### src/rtl/core/adsc_pkg.sv
// Shared types and constants for the antenna delay search calibrator.
// No dependencies; imported by every module of the block.
package adsc_pkg;

    // Field widths
    localparam int RANGE_W  = 24;
    localparam int TARGET_W = 23;
    localparam int DELAY_W  = 16;
    localparam int STEP_W   = 7;
    localparam int TRIAL_W  = 7;
    localparam int SUM_W    = 23;
    localparam int CFG_A_W  = 2;
    localparam int CFG_D_W  = 23;

    // Calibration constants
    localparam int TRIAL_COUNT = 10;
    localparam logic [TRIAL_W-1:0] TRIAL_LIMIT = TRIAL_W'(TRIAL_COUNT);
    localparam logic [STEP_W-1:0]  INIT_STEP   = STEP_W'(100);
    localparam logic [STEP_W-1:0]  LIMIT_STEP  = STEP_W'(3);

    // Reset values of the configuration registers
    localparam logic [TARGET_W-1:0] TARGET_RST = TARGET_W'(300);
    localparam logic [DELAY_W-1:0]  START_RST  = DELAY_W'(16600);

    // Floor division of the trial sum by TRIAL_COUNT: multiply by a rounded-up
    // reciprocal, exact for every sum below 2^SUM_W.
    localparam int    DIV_LOG   = $clog2(TRIAL_COUNT);
    localparam int    DIV_SHIFT = SUM_W + DIV_LOG;
    localparam int    DIV_MUL_W = SUM_W + 1;
    localparam int    DIV_PROD_W = SUM_W + DIV_MUL_W;
    localparam longint DIV_MUL_L =
        ((longint'(1) << DIV_SHIFT) + longint'(TRIAL_COUNT) - 1) / longint'(TRIAL_COUNT);
    localparam logic [DIV_MUL_W-1:0] DIV_MUL = DIV_MUL_W'(DIV_MUL_L);

    // Configuration register indexes
    typedef enum logic [CFG_A_W-1:0] {
        CFG_MODE   = 2'd0,
        CFG_TARGET = 2'd1,
        CFG_START  = 2'd2
    } t_cfg_idx;

    // Result status codes
    typedef enum logic [1:0] {
        ST_NORMAL = 2'd0,
        ST_SEARCH = 2'd1,
        ST_TRIAL  = 2'd2,
        ST_DONE   = 2'd3
    } t_status;

    // Sign of the last range error
    typedef enum logic [1:0] {
        SIGN_NONE = 2'd0,
        SIGN_POS  = 2'd1,
        SIGN_NEG  = 2'd2
    } t_sign;

    typedef struct packed {
        logic                calibrate_mode;
        logic [TARGET_W-1:0] target_distance;
        logic [DELAY_W-1:0]  start_delay;
    } t_cfg;

    typedef struct packed {
        logic [DELAY_W-1:0]        antenna_delay;
        logic signed [RANGE_W-1:0] smoothed_range;
        t_status                   status;
        logic [TRIAL_W-1:0]        trials_done;
    } t_result;

endpackage

### src/rtl/core/adsc_cfg_regs.sv
// Configuration registers of the calibrator: mode, target distance, start delay.
// Depends on adsc_pkg.
module adsc_cfg_regs (
    input  logic                         i_clk,
    input  logic                         i_rst_n,
    input  logic                         i_cfg_wr_en,
    input  logic [adsc_pkg::CFG_A_W-1:0] i_cfg_addr,
    input  logic [adsc_pkg::CFG_D_W-1:0] i_cfg_wr_data,
    output adsc_pkg::t_cfg               o_cfg,
    output logic                         o_mode_wr
);
    import adsc_pkg::*;

    t_cfg r_cfg;
    t_cfg n_cfg;
    logic n_mode_wr;

    // Decode one register write
    always_comb begin
        n_cfg     = r_cfg;
        n_mode_wr = 1'b0;
        if (i_cfg_wr_en) begin
            unique case (t_cfg_idx'(i_cfg_addr))
                CFG_MODE: begin
                    n_cfg.calibrate_mode = i_cfg_wr_data[0];
                    n_mode_wr            = 1'b1;
                end
                CFG_TARGET: n_cfg.target_distance = i_cfg_wr_data[TARGET_W-1:0];
                CFG_START:  n_cfg.start_delay     = i_cfg_wr_data[DELAY_W-1:0];
                default:    n_cfg = r_cfg;
            endcase
        end
    end

    always_ff @(posedge i_clk) begin
        if (!i_rst_n) begin
            r_cfg.calibrate_mode  <= 1'b0;
            r_cfg.target_distance <= TARGET_RST;
            r_cfg.start_delay     <= START_RST;
        end else begin
            r_cfg <= n_cfg;
        end
    end

    assign o_cfg     = r_cfg;
    assign o_mode_wr = n_mode_wr;

endmodule

### src/rtl/core/adsc_update.sv
// Per-item state update: smoothing average, delay search step, trial averaging.
// Holds the calibration state registers. Depends on adsc_pkg.
module adsc_update (
    input  logic                                i_clk,
    input  logic                                i_rst_n,
    input  adsc_pkg::t_cfg                      i_cfg,
    input  logic                                i_mode_wr,
    input  logic                                i_fire,
    input  logic signed [adsc_pkg::RANGE_W-1:0] i_range,
    output adsc_pkg::t_result                   o_result
);
    import adsc_pkg::*;

    logic [DELAY_W-1:0]        r_delay,     n_delay;
    logic                      r_loaded,    n_loaded;
    logic signed [RANGE_W-1:0] r_avg,       n_avg;
    logic [STEP_W-1:0]         r_step,      n_step;
    t_sign                     r_sign,      n_sign;
    logic [TRIAL_W-1:0]        r_trial_idx, n_trial_idx;
    logic [SUM_W-1:0]          r_trial_sum, n_trial_sum;
    logic                      r_finished,  n_finished;

    logic [DELAY_W-1:0]        delay_cur;
    logic signed [RANGE_W:0]   avg_sum;
    logic signed [RANGE_W:0]   err;
    t_sign                     err_sign;
    logic                      opposite;
    logic [STEP_W-1:0]         step_adj;
    logic [SUM_W-1:0]          sum_new;
    logic [TRIAL_W-1:0]        idx_new;
    logic [DIV_PROD_W-1:0]     div_prod;
    t_result                   res;

    // Shared datapath terms
    always_comb begin
        delay_cur = r_loaded ? r_delay : i_cfg.start_delay;
        avg_sum   = RANGE_W'(0) + {i_range[RANGE_W-1], i_range}
                    + {r_avg[RANGE_W-1], r_avg};
        err       = {i_range[RANGE_W-1], i_range}
                    - $signed({2'b00, i_cfg.target_distance});
        if (err > 0) begin
            err_sign = SIGN_POS;
        end else if (err < 0) begin
            err_sign = SIGN_NEG;
        end else begin
            err_sign = SIGN_NONE;
        end
        opposite = (err_sign == SIGN_POS && r_sign == SIGN_NEG) ||
                   (err_sign == SIGN_NEG && r_sign == SIGN_POS);
        step_adj = opposite ? (r_step >> 1) : r_step;
        sum_new  = r_trial_sum + SUM_W'(delay_cur);
        idx_new  = r_trial_idx + TRIAL_W'(1);
        div_prod = DIV_PROD_W'(sum_new) * DIV_PROD_W'(DIV_MUL);
    end

    // Next state and result for the item in the input stage
    always_comb begin
        n_delay     = r_delay;
        n_loaded    = r_loaded;
        n_avg       = r_avg;
        n_step      = r_step;
        n_sign      = r_sign;
        n_trial_idx = r_trial_idx;
        n_trial_sum = r_trial_sum;
        n_finished  = r_finished;

        res.smoothed_range = r_avg;
        res.trials_done    = r_trial_idx;
        res.status         = ST_NORMAL;
        res.antenna_delay  = delay_cur;

        if (!i_cfg.calibrate_mode || r_finished) begin
            // normal report
            n_avg              = avg_sum[RANGE_W:1];
            res.smoothed_range = avg_sum[RANGE_W:1];
        end else if (r_step < LIMIT_STEP) begin
            // trial recorded
            res.trials_done = idx_new;
            n_step          = INIT_STEP;
            n_sign          = SIGN_NONE;
            if (idx_new >= TRIAL_LIMIT) begin
                n_delay     = div_prod[DIV_SHIFT +: DELAY_W];
                res.status  = ST_DONE;
                n_finished  = 1'b1;
                n_trial_idx = '0;
                n_trial_sum = '0;
            end else begin
                n_delay     = i_cfg.start_delay;
                res.status  = ST_TRIAL;
                n_trial_idx = idx_new;
                n_trial_sum = sum_new;
            end
            res.antenna_delay = n_delay;
        end else begin
            // search step
            n_step     = step_adj;
            n_sign     = err_sign;
            res.status = ST_SEARCH;
            if (err_sign == SIGN_POS) begin
                n_delay = delay_cur + DELAY_W'(step_adj);
            end else begin
                n_delay = delay_cur - DELAY_W'(step_adj);
            end
            res.antenna_delay = n_delay;
        end

        // first item loads the start delay
        if (!r_loaded) begin
            n_loaded = 1'b1;
            if (n_delay == r_delay && res.status == ST_NORMAL) begin
                n_delay = delay_cur;
            end
        end
        if (res.status == ST_NORMAL) begin
            n_delay = delay_cur;
        end

        if (!i_fire) begin
            n_delay     = r_delay;
            n_loaded    = r_loaded;
            n_avg       = r_avg;
            n_step      = r_step;
            n_sign      = r_sign;
            n_trial_idx = r_trial_idx;
            n_trial_sum = r_trial_sum;
            n_finished  = r_finished;
        end
        if (i_mode_wr) begin
            n_finished = 1'b0;
        end
    end

    always_ff @(posedge i_clk) begin
        if (!i_rst_n) begin
            r_delay     <= '0;
            r_loaded    <= 1'b0;
            r_avg       <= '0;
            r_step      <= INIT_STEP;
            r_sign      <= SIGN_NONE;
            r_trial_idx <= '0;
            r_trial_sum <= '0;
            r_finished  <= 1'b0;
        end else begin
            r_delay     <= n_delay;
            r_loaded    <= n_loaded;
            r_avg       <= n_avg;
            r_step      <= n_step;
            r_sign      <= n_sign;
            r_trial_idx <= n_trial_idx;
            r_trial_sum <= n_trial_sum;
            r_finished  <= n_finished;
        end
    end

    assign o_result = res;

endmodule

### src/rtl/core/antenna_delay_search_calibrator.sv
// Antenna delay search calibrator, top level: input and result registers
// around the state update. Depends on adsc_pkg, adsc_cfg_regs, adsc_update.
//
// Usage:
//   Input channel (i_valid / o_ready) carries one measured range in signed mm.
//   Result channel (o_valid / i_ready) returns exactly one result per range:
//   antenna delay, smoothed range, status and trials recorded so far.
//   Configuration registers are written through i_cfg_wr_en / i_cfg_addr /
//   i_cfg_wr_data, only while no transfer is in flight (index 0 mode,
//   1 target distance, 2 start delay; index 3 is ignored).
// Timing:
//   An accepted range lands in the input register; once the result register
//   is free or being taken, its result and state update are computed in one
//   pass into the result register, which raises o_valid. One range per cycle
//   is taken while the receiver holds i_ready; the one-pass update sets that rate.
// Reset (synchronous, active low): both stages empty, registers at defaults,
//   search state cleared.
// Receiver stall: the result register holds its transfer; the input register
//   still takes one more range, then o_ready drops until the result is taken.
module antenna_delay_search_calibrator (
    input  logic                                i_clk,
    input  logic                                i_rst_n,
    input  logic                                i_valid,
    output logic                                o_ready,
    input  logic signed [adsc_pkg::RANGE_W-1:0] i_measured_range,
    output logic                                o_valid,
    input  logic                                i_ready,
    output logic [adsc_pkg::DELAY_W-1:0]        o_antenna_delay,
    output logic signed [adsc_pkg::RANGE_W-1:0] o_smoothed_range,
    output logic [1:0]                          o_status,
    output logic [adsc_pkg::TRIAL_W-1:0]        o_trials_done,
    input  logic                                i_cfg_wr_en,
    input  logic [adsc_pkg::CFG_A_W-1:0]        i_cfg_addr,
    input  logic [adsc_pkg::CFG_D_W-1:0]        i_cfg_wr_data
);
    import adsc_pkg::*;

    t_cfg    cfg;
    logic    mode_wr;
    t_result result;
    logic    advance;

    logic                      r_in_valid;
    logic signed [RANGE_W-1:0] r_in_range;
    logic                      r_out_valid;
    t_result                   r_out;

    // Stage handshake
    assign advance = r_in_valid && (!r_out_valid || i_ready);
    assign o_ready = !r_in_valid || advance;

    adsc_cfg_regs u_cfg (
        .i_clk         (i_clk),
        .i_rst_n       (i_rst_n),
        .i_cfg_wr_en   (i_cfg_wr_en),
        .i_cfg_addr    (i_cfg_addr),
        .i_cfg_wr_data (i_cfg_wr_data),
        .o_cfg         (cfg),
        .o_mode_wr     (mode_wr)
    );

    adsc_update u_update (
        .i_clk     (i_clk),
        .i_rst_n   (i_rst_n),
        .i_cfg     (cfg),
        .i_mode_wr (mode_wr),
        .i_fire    (advance),
        .i_range   (r_in_range),
        .o_result  (result)
    );

    // Input register
    always_ff @(posedge i_clk) begin
        if (!i_rst_n) begin
            r_in_valid <= 1'b0;
        end else if (o_ready) begin
            r_in_valid <= i_valid;
        end
    end

    always_ff @(posedge i_clk) begin
        if (i_valid && o_ready) begin
            r_in_range <= i_measured_range;
        end
    end

    // Result register
    always_ff @(posedge i_clk) begin
        if (!i_rst_n) begin
            r_out_valid <= 1'b0;
        end else if (advance) begin
            r_out_valid <= 1'b1;
        end else if (i_ready) begin
            r_out_valid <= 1'b0;
        end
    end

    always_ff @(posedge i_clk) begin
        if (advance) begin
            r_out <= result;
        end
    end

    assign o_valid          = r_out_valid;
    assign o_antenna_delay  = r_out.antenna_delay;
    assign o_smoothed_range = r_out.smoothed_range;
    assign o_status         = r_out.status;
    assign o_trials_done    = r_out.trials_done;

endmodule

### config.mk
export PLATFORM = sky130hd
export DESIGN_NAME = antenna_delay_search_calibrator
export DESIGN_NICKNAME = d
export VERILOG_FILES = /design/src/rtl/core/adsc_pkg.sv /design/src/rtl/core/adsc_cfg_regs.sv /design/src/rtl/core/adsc_update.sv /design/src/rtl/core/antenna_delay_search_calibrator.sv
export SDC_FILE = /design/constraint.sdc
export NUM_CORES = 1
export LEC_CHECK = 0
export BUFFER_PORTS_ARGS = -buffer_cell sky130_fd_sc_hd__buf_2
export CAP_MARGIN = 10
export CELL_PAD_IN_SITES_DETAIL_PLACEMENT = 1
export CELL_PAD_IN_SITES_GLOBAL_PLACEMENT = 1
export CORE_ASPECT_RATIO = 0.9
export CORE_MARGIN = 5
export CORE_UTILIZATION = 50
export CTS_CLUSTER_DIAMETER = 30
export CTS_CLUSTER_SIZE = 25
export DETAILED_ROUTE_END_ITERATION = 7
export PLACE_DENSITY_LB_ADDON = 0.25
export SYNTH_ARGS = -nofsm -noshare
export SYNTH_HDL_FRONTEND = slang
export SYNTH_SLANG_ARGS = --single-unit
### constraint.sdc
create_clock -name i_clk -period 30.8 [get_ports i_clk]
set_input_delay 3.08 -clock i_clk [delete_from_list [all_inputs] [get_ports i_clk]]
set_output_delay 3.08 -clock i_clk [all_outputs]
set_load 0.005 [all_outputs]
==> metrics.yaml, run 1 <==
cap_viol_max_count: 0
synth-edff-count: 73
power_frac_clock: 0.199
initial_core_util: 0.503
post-route-period-util: 0.371
finalClockSkew_ps: 14.4
path_max_fanout: 20
drive_gt1_frac: 0.0846
final_common_cell: "inv_1"
seq_area_frac_synth: 0.243
synth_nets: 2628
std_cell_rows: 68
gp_congestion: 0.935
core_area_mm2: 0.0380
syn_avg_cell_area_um2: 8.81
layout.nets: 2693
htree_levels: 4
synthCells: 2169
dr.first_iter.drc_count: 1248
max_stage_delay_ps: 990
track_usage: 0.293
crit_required_ps: 31020
fp.dieH_um: 196
critical_path_class: "reg2reg"
p_leak_uw: 0.00981
cts_setup_buffers: 0
synth.cell_area_mm2: 0.0191
cp.arrival_ps: 11640
yosys_warnings: 0
finalHoldViolCount: 0
via_count: 16400
clk_latency_ps: 470
wl_um: 62100
rsz0062_at_grt: "no"
die_w_um: 216
hold_ws_ps: 457
cts_tree: "yes"
synthTopCellsByArea: "ha_1, fa_1, dfxtp_1"
min_path_type: "reg2reg"
peakVddDrop_mv: 0.0575
relSlewSlack: 0.218
portBuffers: 104
sequentialPowerShare: 0.243
fmax_mhz: 87.5
yosys_most_used_dff: "dfxtp_1"
dr.pass1.iters: 5
status: "complete, no violations"
cts_buffers: 17
ys_ff_latch: 196
dieArea_mm2: 0.0423
ant_nets: 0
cts_hold_buf: 0
cp-end-kind: "flip-flop"
postSynth.asyncResetShare: 0
finalSetupViolCount: 0
p_sw_frac: 0.449
path_clk_slew_ps: 80
dp_hpwl_um: 50400
combPwrFrac: 0.557
layout_common_cells: "inv_1, ha_1, nand2_1"
wl_per_cell_um: 22.7
cts.sinks: 196
drc: 0
p_switching_uw: 543
vias_per_cell: 5.99
grt_pass1_vias: 17200
cpMostUsedCell: "fa_1"
cts_max_path_buffers: 2
tightest_slew_ps: 1160
io_pins: 105
grt_pass1_wl_um: 97900
grt_max_degree: 73
cp-start-kind: "flip-flop"
setup-tns-final_ps: 0
ys_types: 77
post_cts_resized: 0
power.density_mw_per_mm2: 58.4
fin_crit_ps: 11430
n_antenna_cell: 0
p_int_uw: 667
synth_top_area_frac: 0.170
cts_root_buffer: "clkbuf_16"
grt_overflow: 0
yosys.area.top_type: "ha_1"
critPathSlowestCell: "dfxtp_1"
area_delta_synth_final_pct: 8.28
slew_viol_final: 0
antenna_found_initial: 1
reg2reg_slack_ps: 19370
cell usage after synthesis, types with 29 or more instances:
cell type	instances
inv_1	314
ha_1	260
nand2_1	247
a21oi_1	174
fa_1	145
nor2_1	127
dfxtp_1	123
o21ai_0	104
edfxtp_1	73
clkbuf_1	58
xnor2_1	58
nand3_1	45
xor2_1	34
a21o_1	29
nor3_1	29
critical path: cells and delay by family, from the launching register on:
family                     cells  cell delay (ps)
DFF                            1              990
AOI/OAI and AO/OA             13             3990
buffers and inverters          5              480
muxes                          1              450
adders and majority gates     10             4280
xor gates and xnor gates       2              850
and+or+nand+nor                1              150
layer usage:
metal / share of wire / wire length [µm] / vias to the layer above / global-route usage
li1: - / - / 7563 / -
met1: 0.49 / 30300 / 8303 / 0.445
met2: 0.44 / 27000 / 462 / 0.445
met3: 0.064 / 3980 / 65 / 0.0547
met4: 0.013 / 795 / 0 / 0.0490
met5: 0 / 0 / - / 0
power by group through the flow:
stage               registers (µW)  logic [µW]  clock network [µW]
floorplan                      295         458                   0
global placement               299         621                   0
detailed placement             300         660                   0
CTS                            294         668                 244
global route                   295         753                 255
finish                         295         674                 241
kinds of logic after synthesis:
| logic type | after synthesis | synth area share |
|---|---|---|
| muxes | 33 | 0.0184 |
| DFF | 196 | 0.243 |
| adders and majority gates | 405 | 0.322 |
| xor gates and xnor gates | 92 | 0.0421 |
| buffers and inverters | 386 | 0.0770 |
| and+or+nand+nor | 557 | 0.132 |
| AOI/OAI and AO/OA | 500 | 0.166 |
final cells by class:
| class | count | area (µm²) |
|---|---|---|
| Clock buffer | 21 | 493 |
| Clock inverter | 11 | 126 |
| Fill cell | 4494 | 17300 |
| Inverter | 315 | 1180 |
| Multi-Input combinational cell | 1587 | 13000 |
| Sequential cell | 196 | 4650 |
| Tap cell | 490 | 613 |
| Timing Repair Buffer | 117 | 618 |
worst paths after layout:
path,start,end,cells after the start
setup reg to reg,u_update.r_loaded,o_antenna_delay[13],32
setup / recovery,u_update.r_loaded,o_antenna_delay[13],32
hold reg to reg,u_cfg.o_cfg[28],u_cfg.o_cfg[28],2
hold / removal,u_cfg.o_cfg[28],u_cfg.o_cfg[28],2
registers in the layout (all words and copies together) (netlist names), 2 cells and up:
name,flops
u_update.r_step,7
o_smoothed_range,24
u_cfg.o_cfg,40
o_trials_done,7
u_update.r_sign,2
o_antenna_delay,16
r_in_range,24
u_update.r_avg,24
u_update.r_trial_idx,7
u_update.r_delay,16
u_update.r_trial_sum,23
o_status,2
stage by stage:
stage / setup WS, ps / utilization / std cells / total power (µW) / area (µm²)
2_1_floorplan: 21130 / - / 2169 / 752 / 19100
3_3_place_gp: 20150 / 0.528 / 2705 / 920 / 20100
3_5_place_dp: 19660 / 0.528 / 2705 / 960 / 20100
4_1_cts: 19610 / 0.544 / 2737 / 1210 / 20700
5_1_grt: 18920 / 0.544 / 2737 / 1300 / 20700
6_report: 19370 / 0.544 / 2737 / 1210 / 20700
No activity file was read; power rests on OpenSTA's default activity.
==> inputs of run 2 (changes only) <==
- ABC_AREA: unset -> 1
- CORE_UTILIZATION: 50 -> 48
- clock period: 30.8 -> 11.9 ns (I/O delays scaled with it)
==> metrics.yaml, run 2 <==
status: "complete, no violations"
synth-edff-count: 73
std_cell_rows: 71
synth_nets: 3071
yosysMostFrequentCell: "inv_1"
cts_max_path_buffers: 2
p_leak_uw: 0.0112
finalHoldViolCount: 0
fin_crit_ps: 10310
synthCells: 2612
max_stage_delay_ps: 840
critical_path_class: "reg2reg"
setup-tns-final_ps: 0
cts_tree: "yes"
fp.dieH_um: 204
yosys.area.top_type: "ha_1"
synthTopCellsByArea: "ha_1, fa_1, dfxtp_1"
fmax_mhz: 97.0
core_area_mm2: 0.0415
path_buf_inv: 6
htree_levels: 4
dr.pass1.iters: 5
cts_hold_buf: 0
preCtsSetupSlack_ps: 1910
drive_gt1_frac: 0.0817
grt_overflow: 0
critPathSlowestCell: "dfxtp_1"
slew_viol_final: 0
post_cts_resized: 0
grt_pass1_wl_um: 108000
track_usage: 0.302
yosys_warnings: 0
rsz0062_at_grt: "no"
grt_max_degree: 67
finalClockSkew_ps: 17.0
antenna_found_initial: 3
post-route-period-util: 0.866
ant_nets: 0
finalNonFillerCells: 3265
drc: 0
layout.nets: 3163
hold_ws_ps: 470
area_delta_synth_final_pct: 8.67
ys_types: 59
synth.cell_area_mm2: 0.0200
die_w_um: 225
place_inst: 3232
cts_root_buffer: "clkbuf_16"
cp-start-kind: "flip-flop"
vias_per_cell: 5.62
portBuffers: 104
path_delay_family: "adder cells"
syn_avg_cell_area_um2: 7.67
path_max_fanout: 24
cts_setup_buffers: 0
via_count: 18400
synth_top_area_frac: 0.162
gp_congestion: 0.998
io_pins: 105
layout_common_cells: "inv_1, nand2_1, ha_1"
final_common_cell: "inv_1"
largest_reg_flops: 40
ys_ff_latch: 196
tightest_slew_ps: 1110
cts.sinks: 196
seq_area_frac_synth: 0.232
postSynth.asyncResetShare: 0
wl_um: 70300
grt_pass1_vias: 19000
min_path_type: "reg2reg"
power.density_mw_per_mm2: 222
crit_required_ps: 12310
cap_viol_max_count: 0
dr.first_iter.drc_count: 1551
dp_hpwl_um: 58400
utilization: 0.525
setup_ws_ps: 1590
path_clk_slew_ps: 90
wl_per_cell_um: 21.5
synth_commonest_cells: "inv_1, nand2_1, ha_1, a21oi_1, o21ai_0"
cp.arrival_ps: 10720
dieArea_mm2: 0.0459
yosys_most_used_dff: "dfxtp_1"
clk_latency_ps: 480
finalSetupViolCount: 0
relSlewSlack: 0.254
initial_core_util: 0.483
cts_buffers: 17
peakVddDrop_mv: 0.173
cp-end-kind: "flip-flop"
[run 2: changes by cell type after synthesis, moves of 27 or more]
cell	delta
o21ai_0	+94
nor2_1	+31
a21o_1	-27
nand2_1	+209
nand3_1	+47
inv_1	+262
a21oi_1	+40
xnor2_1	-47
[run 2: logic make-up after synthesis]
| kind of cell | Yosys count | share of synthesized area |
|---|---|---|
| fa+ha+maj | 405 | 0.307 |
| buf+inv | 627 | 0.119 |
| xor+xnor | 50 | 0.0226 |
| simple gates | 815 | 0.174 |
| compound gates | 519 | 0.145 |
| flops | 196 | 0.232 |
[run 2: per-layer routing]
metal,vias up,track usage,share of wire
met3,80,0.0635,0.076
met2,581,0.463,0.44
li1,8589,-,-
met4,2,0.0564,0.014
met1,9110,0.448,0.47
met5,-,0,0.00019
[run 2: stage by stage]
stage	area, µm²	power (µW)
after global placement	21200	4020
after floorplan	20000	3050
after CTS	21800	4760
after global routing	21800	5260
after detailed placement	21200	4130
final	21800	4820
[run 2: tightest hold or removal path, stage by stage (launching register included)]
cell	delay [ps]
dfxtp_1	300
inv_1	70
a21oi_1	60
[run 2: power breakdown]
part | leakage [µW] | total, µW | switching [µW] | internal, µW
registers | 0.00170 | 765 | 26.5 | 738
clock network | 0.000294 | 608 | 322 | 286
logic | 0.00925 | 3450 | 2280 | 1170
[run 2: cell type report]
class / instances / area (µm²)
Timing Repair Buffer: 118 / 626
Antenna cell: 1 / 2.50
Multi-Input combinational cell: 1789 / 13000
Clock buffer: 17 / 425
Clock inverter: 15 / 179
Inverter: 582 / 2190
Tap cell: 547 / 684
Fill cell: 5223 / 19700
Sequential cell: 196 / 4650
[run 2: final timing paths]
path	slack, ps	endpoint	cells past startpoint	from
worst max register to register	1590	u_update.r_delay[13]	36	u_update.r_loaded
worst max-delay path	1590	u_update.r_delay[13]	36	u_update.r_loaded
worst min register to register	470	u_cfg.o_cfg[20]	2	u_cfg.o_cfg[20]
worst min-delay path	470	u_cfg.o_cfg[20]	2	u_cfg.o_cfg[20]
